==> config.mk <==
export PLATFORM = sky130hd
export DESIGN_NAME = dkt_stop_match
export DESIGN_NICKNAME = d
export VERILOG_FILES = /design/src/sv/dkt_pkg.sv /design/src/sv/dkt_stop_match.sv
export SDC_FILE = /design/constraint.sdc
export NUM_CORES = 1
export LEC_CHECK = 0
export BUFFER_PORTS_ARGS = -buffer_cell sky130_fd_sc_hd__clkbuf_2
export CAP_MARGIN = 0
export CORE_MARGIN = 2
export CORE_UTILIZATION = 38
export DETAILED_ROUTE_END_ITERATION = 6
export PLACE_DENSITY = 0.84
export SLEW_MARGIN = 30
export SYNTH_ARGS = -nofsm -noshare
export SYNTH_HDL_FRONTEND = slang
export SYNTH_SLANG_ARGS = --single-unit
==> constraint.sdc <==
create_clock -name vclk -period 2.5
set_input_delay 0.5 -clock vclk [all_inputs]
set_output_delay 0.5 -clock vclk [all_outputs]
set_load 0.02 [all_outputs]
==> src/sv/dkt_pkg.sv <==
// Package for the dictionary key tokenizer: sizes, key state type and stop-word table.
// No dependencies. Used by the interfaces, dkt_stop_match and the top level.
`default_nettype none

package dkt_pkg;

  localparam int KeyLimit    = 32;
  localparam int PosW        = 24;
  localparam int UnitW       = 16;
  localparam int LenW        = 6;
  localparam int PrefixDepth = 6;
  localparam int StopCount   = 32;

  typedef logic [UnitW-1:0] unit_t;
  typedef logic [LenW-1:0]  len_t;

  // Open-key state as seen by the stop-word matcher.
  typedef struct packed {
    len_t                         len;
    logic [PrefixDepth-1:0][UnitW-1:0] prefix;
  } key_t;

  typedef struct packed {
    logic [2:0]       len;
    logic [0:5][7:0]  txt;
  } stop_word_t;

  localparam stop_word_t StopWords [StopCount] = '{
    '{3'd4, {"abbr", 16'h0}}, '{3'd3, {"col", 24'h0}}, '{3'd3, {"vul", 24'h0}},
    '{3'd4, {"vulg", 16'h0}}, '{3'd4, {"then", 16'h0}}, '{3'd3, {"and", 24'h0}},
    '{3'd4, {"conj", 16'h0}}, '{3'd3, {"int", 24'h0}}, '{3'd4, {"pron", 16'h0}},
    '{3'd3, {"suf", 24'h0}},  '{3'd3, {"syn", 24'h0}}, '{3'd3, {"ant", 24'h0}},
    '{3'd4, {"from", 16'h0}}, '{3'd3, {"adv", 24'h0}}, '{3'd3, {"adj", 24'h0}},
    '{3'd3, {"hon", 24'h0}},  '{3'd3, {"hum", 24'h0}}, '{3'd3, {"pol", 24'h0}},
    '{3'd6, "adj-na"},        '{3'd6, "adj-no"},       '{3'd6, "adj-pn"},
    '{3'd5, {"v5aru", 8'h0}}, '{3'd3, {"v5b", 24'h0}}, '{3'd3, {"v5g", 24'h0}},
    '{3'd3, {"v5k", 24'h0}},  '{3'd5, {"v5k-s", 8'h0}}, '{3'd3, {"v5m", 24'h0}},
    '{3'd3, {"v5r", 24'h0}},  '{3'd3, {"v5s", 24'h0}}, '{3'd3, {"v5t", 24'h0}},
    '{3'd3, {"v5u", 24'h0}},  '{3'd3, {"etc", 24'h0}}
  };

endpackage

`default_nettype wire

==> src/sv/dkt_stop_match.sv <==
// Parallel compare of the open key against the fixed stop-word table.
// Depends on dkt_pkg.
`default_nettype none

module dkt_stop_match
  import dkt_pkg::*;
(
  input  key_t key_i,
  output logic hit_o
);

  logic [StopCount-1:0] hit;

  always_comb begin
    for (int j = 0; j < StopCount; j++) begin
      hit[j] = (key_i.len == {3'b000, StopWords[j].len});
      for (int k = 0; k < PrefixDepth; k++) begin
        // only entries below the word length take part
        if (k < int'(StopWords[j].len)) begin
          if (key_i.prefix[k] != {8'h00, StopWords[j].txt[k]}) begin
            hit[j] = 1'b0;
          end
        end
      end
    end
  end

  assign hit_o = |hit;

endmodule

`default_nettype wire

# ---- Yosys cells after proc, flatten, opt, wreduce, memory -nomap -nowiden
# Cells that the tools add are included.
dict set report classes {
  eq_ne 55
  muxes 82
  reduce_logical 1
}
# operator n
set op_table {}
lappend op_table {{$ne A16 B7 Y1 const B} 49}
lappend op_table {{$mux W1} 82}
lappend op_table {{$ne A16 B6 Y1 const B} 2}
lappend op_table {{$reduce_or A32 Y1} 1}
lappend op_table {{$eq A6 B3 Y1 const B} 3}
lappend op_table {{$eq A6 B2 Y1 const B} 1}
dict set report totals {
  reg_bits 0
  in_bits 102
  out_inout_bits 1
  wordCells 138
}

# ---- Depth between registers and ports, before layout
# Gate-level depths: netlist (run 1).
dict set report depth {
  ltp_word 8
  ltp_mapped 7
  mapped_depth_nobuf 6
}

# ---- Worst setup path before layout (run 1)
# Ideal clock, no wire load.
dict set report synth_path {
  kind {input -> output}
  startpoint {input port key_i[7] (netlist name)}
  endpoint {output port hit_o}
  t_arrival_ps 1908
  t_required_ps 2000
  path_slack_ps 92
  stages 6
  path_buffers 0
  path_cell_list {and4b_4 -> nand2b_4 -> or4b_4 -> a211oi_2 -> o41a_1 -> a2111o_1}
}
dict set report synth_via {
  elab_chain_len 8
  elab_cells_between_ends 93
  classes_between {eq/ne (10); mux (82); reduce/logical (1)}
}
# element line
set synth_lines {}
lappend synth_lines {{start, declared} dkt_stop_match.sv:8} ;# input key_t key_i,
lappend synth_lines {{$ne A16 B7 Y1} dkt_stop_match.sv:20} ;# if (key_i.prefix[k] != {8'h00, StopWords[j].txt[k]}) begin
lappend synth_lines {{$mux W1 (6 in a row)} dkt_stop_match.sv:20}
lappend synth_lines {{$reduce_or A32 Y1 *} dkt_stop_match.sv:28} ;# assign hit_o = |hit;
lappend synth_lines {{end, declared} dkt_stop_match.sv:9} ;# output logic hit_o
# Every way passes the cells marked *; elsewhere a longest branch is shown, timed or not.

# ---- Worst setup path in the final report (run 1)
dict set report layout_path {
  startpoint {input port key_i[36] (netlist name)}
  endpoint {output port hit_o}
}
dict set report layout_via {
  elab_chain_len 6
  elab_cells_between_ends 65
  classes_between {eq/ne (18); mux (46); reduce/logical (1)}
}
# element line
set layout_lines {}
lappend layout_lines {{$ne A16 B7 Y1} dkt_stop_match.sv:20}
lappend layout_lines {{$mux W1 (4 in a row)} dkt_stop_match.sv:20}
lappend layout_lines {{$reduce_or A32 Y1 *} dkt_stop_match.sv:28}
# Marked as above.

==> impl_metrics.toml, run 1 <==
[outcome]
status = "finished with violations"
violations = "negative setup slack"

[min_path]
hold_class = "in2out"
hp-start = "key_i[65]"
worstHoldPathCells = 5
whs_endpoint = "hit_o"

[pwr]
p_per_area_nw_per_um2 = 104
max-vdd-ir-drop_v = 0.000104
p_leak_nw = 0.967

[yosys]
avgSynthCellArea_um2 = 6.94
yosysSeqAreaShare_pct = 0
synth.area.top_cells = "nor4_1 (11%), nand4b_1 (5.9%), nor4b_1 (5.9%)"
yosysUniqueCellTypes = 49
synth_most_common_cell = "nor4_1"
synth_commonest_cells = "nor4_1 (18), nand2_1 (15), nor2_1 (12)"
synth_top_cell_by_area = "nor4_1"
synth.top_cell.area_share_pct = 10.8
synth_area_um2 = 1040
syn_inst = 150
synth_nets = 252
ys_warn_count = 0

[timing]
fmax_mhz = 369
maxSlewHeadroom_pct = 76.6
fin_crit_ns = 2.71
setup_viol = 1
tns_ns = -0.214
hold_viol_final = 0
layout_setup_ws_ns = -0.214
slew_violations = 0
min_period_over_period_pct = 109
grt_setup_unrepaired = "true"
tightest_slew_ns = 0.346

[global_route]
track_usage_pct = 30.8
grt_pass1_wl_um = 7960
grt_overflow = 0
grt_max_degree = 11
grt_pass1_vias = 1858
antenna_found_initial = 0

[placed_design]
io_buffers = 103
dp_slack_ns = -0.222
gp_congestion = 0.969
post-dp-hpwl_um = 3990

[setup_path]
path_common_cell = "buf_6"
slowest_stage = "or3_4"
cp.arrival_ns = 2.21
cp.required_ns = 2.00
slowest_delay_ns = 0.34
critPathMaxFanout = 4
crit_path_cell_trace = "buf_6, nand4bb_4, buf_6, or3_4, nor4_4, nand3b_1, o32ai_2, a2111o_1, clkbuf_8"
crit_type = "in2out"
end_kind = "primary output"
start_kind = "input port"

[floorplanning]
die_h_um = 56.3
pin_count = 103
fp.dieW_um = 56.3
dieArea_um2 = 3170
start_util_pct = 40.9
rows = 18
core_um2 = 2540

[routing]
wl_per_cell_um = 18.0
drt_iter0_markers = 102
post-route-drc-count = 0
routed_via_density = 6.29
drt-total-wl_um = 5830
drtAntennaViolNets = 0
via_count = 2038
first_pass_iters = 5

[layout]
seq_cell_count = 0
finalNetCount = 398
nClkBuffers = 0
area_growth_pct = 100
antennaDiodeCount = 0
seqCellArea_um2 = 0
drive_gt1_share_pct = 60.9

[job]
maxCapViolCount = 0

[clock_network]
cts_hold_buffers = 0
-- worst max-delay path, delay by kind of cell --
family,cells,cell delay [ns]
AND/OR/NAND/NOR,4,1.03
AO/OA/AOI/OAI,2,0.28
buffers and inverters,3,0.39
-- cells by family (layout without fill, tap and decap cells) --
group           Yosys count  after routing  synth area share [%]
simple gates            124            124                  79.9
compound gates           20             20                  15.4
buf+inv                   4            148                  2.88
xor+xnor                  1              1                 0.841
mux                       1              1                 0.962
-- repair_timing --
action,in CTS,in global routing
endpoints found under the hold margin,0,0
setup endpoints to repair,1,1
pin swaps,7,12
setup buffers,3,3
resized for setup,17,15
-- worst max-delay path by stage --
stage | startpoint | endpoint | slack (ns) | depth (start not counted)
floorplan | key_i[7] | hit_o | 0.09 | 6
global placement | key_i[61] | hit_o | -0.16 | 8
detailed placement | key_i[9] | hit_o | -0.22 | 8
CTS | key_i[62] | hit_o | -0.09 | 9
global route | key_i[36] | hit_o | -0.29 | 9
finish | key_i[36] | hit_o | -0.21 | 9
-- cell type report --
| class | count | area (um2) |
|---|---|---|
| multi-input combinational | 146 | 1180 |
| timing repair buffer | 146 | 857 |
| fill | 188 | 458 |
| tap | 30 | 37.5 |
| inverter | 2 | 7.51 |
-- routing by layer --
layer / track usage (%) / routed length (um) / up-vias
met5: 0 / 0 / -
li1: - / - / 924
met4: 13.6 / 406 / 0
met1: 33.0 / 1890 / 907
met3: 4.61 / 556 / 46
met2: 58.8 / 2980 / 161
-- cell usage in the layout, fill, tap and decap left out, types with 2 or more instances in the layout --
cell type	instances
nor4_4	5
nor4_1	7
and3b_1	3
nor2_1	11
and4bb_1	2
nor3_1	9
clkbuf_2	100
nor4b_1	5
a21oi_1	2
nand2_1	15
buf_4	42
a22oi_1	2
nor2b_1	6
and4b_1	2
and4bb_2	2
nand2b_1	3
a32oi_1	2
nand4b_1	7
nand3_1	6
inv_1	2
nor4_2	6
nand4_1	9
and3_1	2
o2111ai_1	2
buf_6	2
o211ai_1	2
nand3b_1	5
-- per-stage QoR --
step                util (%)  cell area, um2  hold WS (ns)   power, W  cells
CTS                     77.9            1980          1.71   0.000201    321
global route            82.0            2090          1.77   0.000232    324
finish                  82.0            2090          1.74   0.000218    324
floorplan                  -            1040          1.48  0.0000549    150
detailed placement      72.7            1850          1.72   0.000189    318
global placement        72.7            1850          1.72   0.000184    318
-- power by group --
group / leakage (nW) / internal (W) / total, W / switching (W)
clock network: 0 / 0 / 0 / 0
logic: 0.967 / 0.000117 / 0.000218 / 0.000101
registers: 0 / 0 / 0 / 0
total: 0.967 / 0.000117 / 0.000218 / 0.000101
Note: power is estimated with default switching activity, not from simulation.
==> run 2, diff against run 1 <==
--- a/config.mk
+++ b/config.mk
@@ -12,2 +12,3 @@
 export DETAILED_ROUTE_END_ITERATION = 6
+export GPL_ROUTABILITY_DRIVEN = 0
 export PLACE_DENSITY = 0.84
==> constraint.sdc (replaced) <==
create_clock -name vclk -period 2.5
set_input_delay 0.625 -clock vclk [all_inputs]
set_output_delay 0.625 -clock vclk [all_outputs]
set_load 0.02 [all_outputs]
==> run 2 against run 1 <==
The flow still finishes with violations (negative setup slack). Utilization is 0.20 points higher. Non-clock buffer count grew 5. Routed wire length is 6.4% higher. Hold slack improved by 0.31 ns. Maximum frequency decreased by 10%. Clock-buffer cell count stayed put. Largest cell class unchanged. Flip-flop and latch count did not move. Via count up 4.9%. Global-route usage up 0.66 points. Die area unchanged. Final cell count is 1.5% higher. Power rose by 8.8%.
==> impl_metrics.toml, run 2 (synthesis gave the netlist of run 1 again) <==
[floorplanning]
die_h_um = 56.3
core_um2 = 2540
rows = 18
dieArea_um2 = 3170
start_util_pct = 40.9
fp.dieW_um = 56.3
pin_count = 103

[timing]
maxSlewHeadroom_pct = 70.8
tns_ns = -0.528
min_period_over_period_pct = 121
layout_setup_ws_ns = -0.528
hold_viol_final = 0
fin_crit_ns = 3.03
grt_setup_unrepaired = "true"
hold_slack_ns = 2.05
tightest_slew_ns = 0.435
fmax_mhz = 330
slew_violations = 0
setup_viol = 1

[routing]
wl_per_cell_um = 18.8
post-route-drc-count = 0
first_pass_iters = 5
routed_via_density = 6.50
drt_iter0_markers = 166
drtAntennaViolNets = 0
drt-total-wl_um = 6200
via_count = 2138

[layout]
multi_input_area_um2 = 1160
seq_cell_count = 0
nFillCells = 148
drive_gt1_share_pct = 60.9
final_common_cell = "clkbuf_2"
finalNetCount = 403
seqCellArea_um2 = 0
antennaDiodeCount = 0
final_cell_mix = "clkbuf_2 (102), buf_4 (48), nand2_1 (15)"
area_growth_pct = 101
final_cell_count_no_fill = 329
nClkBuffers = 0

[setup_path]
cp.required_ns = 1.88
end_kind = "primary output"
critPathMaxFanout = 2
start_kind = "input port"
crit_type = "in2out"
cp.arrival_ns = 2.40
startpoint = "key_i[9]"
cp_top_family = "simple AND/OR/NAND/NOR gates"
path_buf_inv = 2
slowest_delay_ns = 0.43
crit_path_cell_trace = "clkbuf_2, nor4_1, nand2_1, nor4_2, a22oi_1, o32ai_2, a2111o_1, clkbuf_8"
slowest_stage = "nor4_1"

[global_route]
grt_pass1_wl_um = 8180
grt_pass1_vias = 1922
grt_max_degree = 11
track_usage_pct = 31.5
antenna_found_initial = 0
grt_overflow = 0

[placed_design]
io_buffers = 103
place_inst = 328
dp_slack_ns = -0.585
post-dp-hpwl_um = 4130

[clock_network]
cts_hold_buffers = 0

[pwr]
p_per_area_nw_per_um2 = 113
max-vdd-ir-drop_v = 0.0000953
p_leak_nw = 0.945
p_total_w = 0.000237

[job]
maxCapViolCount = 0

[outcome]
status = "finished with violations"
violations = "negative setup slack"

[min_path]
hp-start = "key_i[64]"
hold_class = "in2out"
-- run 2: cell count changes in the layout (fill, tap and decap cells not counted), sizes merged --
cell / delta
buf: +3
clkbuf: +2
-- run 2: through the flow --
step	utilization [%]	area, um2
2_1_floorplan	-	1040
3_3_place_gp	75.6	1920
3_5_place_dp	75.6	1920
4_1_cts	79.0	2010
5_1_grt	82.2	2090
6_report	82.2	2090
-- run 2: cell type report --
class              instances  area share, %
multi-input cells        146           55.6
repair buffers           151           42.3
well taps                 30           1.79
inverters                  2          0.359
-- run 2: final timing paths --
path	end	cells after the start
max	hit_o	8
min	hit_o	6
-- run 2: repair_timing --
item,in CTS,in global routing
pin swaps,2,6
setup buffers,0,1
resized for setup,14,11
endpoints found under the setup margin,1,1
-- run 2: routing by layer --
metal / vias up / track usage, % / wire, um
met4: 0 / 13.6 / 533
met3: 71 / 3.69 / 749
li1: 933 / - / -
met1: 924 / 34.5 / 2000
met2: 210 / 60.0 / 2920
met5: - / 0 / 0
-- run 2: power breakdown --
part / internal [W] / switching [W]
Combinational: 0.000128 / 0.000109
Clock: 0 / 0
Sequential: 0 / 0
==> run 3, diff against run 2 <==
Settings changed: SKIP_LAST_GASP set to 1.
==> run 3 against run 2 <==
The flow still finishes with violations (negative setup slack). Die area stayed put. Clock-buffer cell count unchanged. Routed wire length down 7.6%. First-iteration DRC count up 1.2%. Sequential share of layout area stayed put. Combinational power down 3%. Flip-flop and latch count is the same. Utilization fell by 0.89 points. Highest routed layer unchanged.
==> impl_metrics.toml, run 3 (synthesis gave the netlist of run 1 again) <==
[routing]
wl_per_cell_um = 17.4
drtAntennaViolNets = 0
drt_iter0_markers = 168
post-route-drc-count = 0
first_pass_iters = 5
routed_via_density = 6.33
drt-total-wl_um = 5730
via_count = 2090

[pwr]
max-vdd-ir-drop_v = 0.0000929
p_per_area_nw_per_um2 = 111
p_total_w = 0.000230
p_leak_nw = 0.944

[global_route]
grt_pass1_vias = 1966
grt_overflow = 0
grt_pass1_wl_um = 8140
antenna_found_initial = 0
grt_max_degree = 11
track_usage_pct = 31.3

[clock_network]
cts_hold_buffers = 0

[timing]
fin_crit_ns = 3.03
tns_ns = -0.534
layout_setup_ws_ns = -0.534
fmax_mhz = 330
maxSlewHeadroom_pct = 74.9
min_period_over_period_pct = 121
hold_viol_final = 0
slew_violations = 0
setup_viol = 1
grt_setup_unrepaired = "true"
tightest_slew_ns = 0.371

[setup_path]
slowest_delay_ns = 0.35
end_kind = "primary output"
crit_path_cell_trace = "clkbuf_2, nor4_2, buf_4, nand2_1, nor4_2, a22oi_1, o32ai_2, a2111o_1, clkbuf_4"
start_kind = "input port"
slowest_stage = "nor4_2"
cp.required_ns = 1.88
crit_type = "in2out"
critPathMaxFanout = 2
cp.arrival_ns = 2.41
path_common_cell = "nor4_2"

[layout]
area_growth_pct = 98.8
drive_gt1_share_pct = 60.7
final_cell_count_no_fill = 330
final_common_cell = "clkbuf_2"
fin_area_um2 = 2070
antennaDiodeCount = 0
utilization_pct = 81.3
seqCellArea_um2 = 0
nClkBuffers = 0
finalNetCount = 404
nFillCells = 155
seq_cell_count = 0
final_cell_mix = "clkbuf_2 (102), buf_4 (49), nand2_1 (15)"

[placed_design]
io_buffers = 103
place_inst = 328
place_area_um2 = 1920
post-dp-hpwl_um = 4130

[min_path]
hold_class = "in2out"

[floorplanning]
die_h_um = 56.3
fp.dieW_um = 56.3
pin_count = 103
dieArea_um2 = 3170
rows = 18
start_util_pct = 40.9
core_um2 = 2540

[outcome]
status = "finished with violations"
violations = "negative setup slack"

[job]
maxCapViolCount = 0
-- run 3: where the power goes --
group	internal, W	switching [W]	total (W)
Combinational	0.000128	0.000102	0.000230
Sequential	0	0	0
Clock	0	0	0
Total	0.000128	0.000102	0.000230
-- run 3: stage by stage --
| step | setup slack [ns] | hold WS [ns] |
|---|---|---|
| 6_report | -0.534 | 2.07 |
| 5_1_grt | -0.617 | 2.10 |
| 4_1_cts | -0.420 | 2.07 |
| 3_5_place_dp | -0.585 | 2.08 |
| 3_3_place_gp | -0.400 | 2.05 |
| 2_1_floorplan | -0.144 | 1.73 |
-- run 3: critical path, delay by kind of cell --
kind / cells / cell delay [ns]
simple gates: 3 / 0.78
buf+inv: 3 / 0.43
compound gates: 3 / 0.57
-- run 3: final timing paths --
kind	cells after the start	startpoint	to
min	6	key_i[64]	hit_o
max	9	key_i[13]	hit_o
-- run 3: repair_timing --
item,CTS,global route
setup buffers,0,2
resized for setup,13,8
endpoints found under the setup margin,1,1
pin swaps,2,6
-- run 3: layout make-up --
class / instances / area (um2) / share of cell area, %
inverter: 2 / 7.51 / 0.363
multi-input combinational: 146 / 1140 / 55.0
tap: 30 / 37.5 / 1.81
timing repair buffer: 152 / 886 / 42.8
-- run 3: metal layers --
metal  track usage [%]  up-vias  share of wire (%)
met4              12.9        0                8.4
met5                 0        -                  0
met1              31.9      905                 32
li1                  -      932                  -
met3              4.84       65                 12
met2              61.8      188                 48
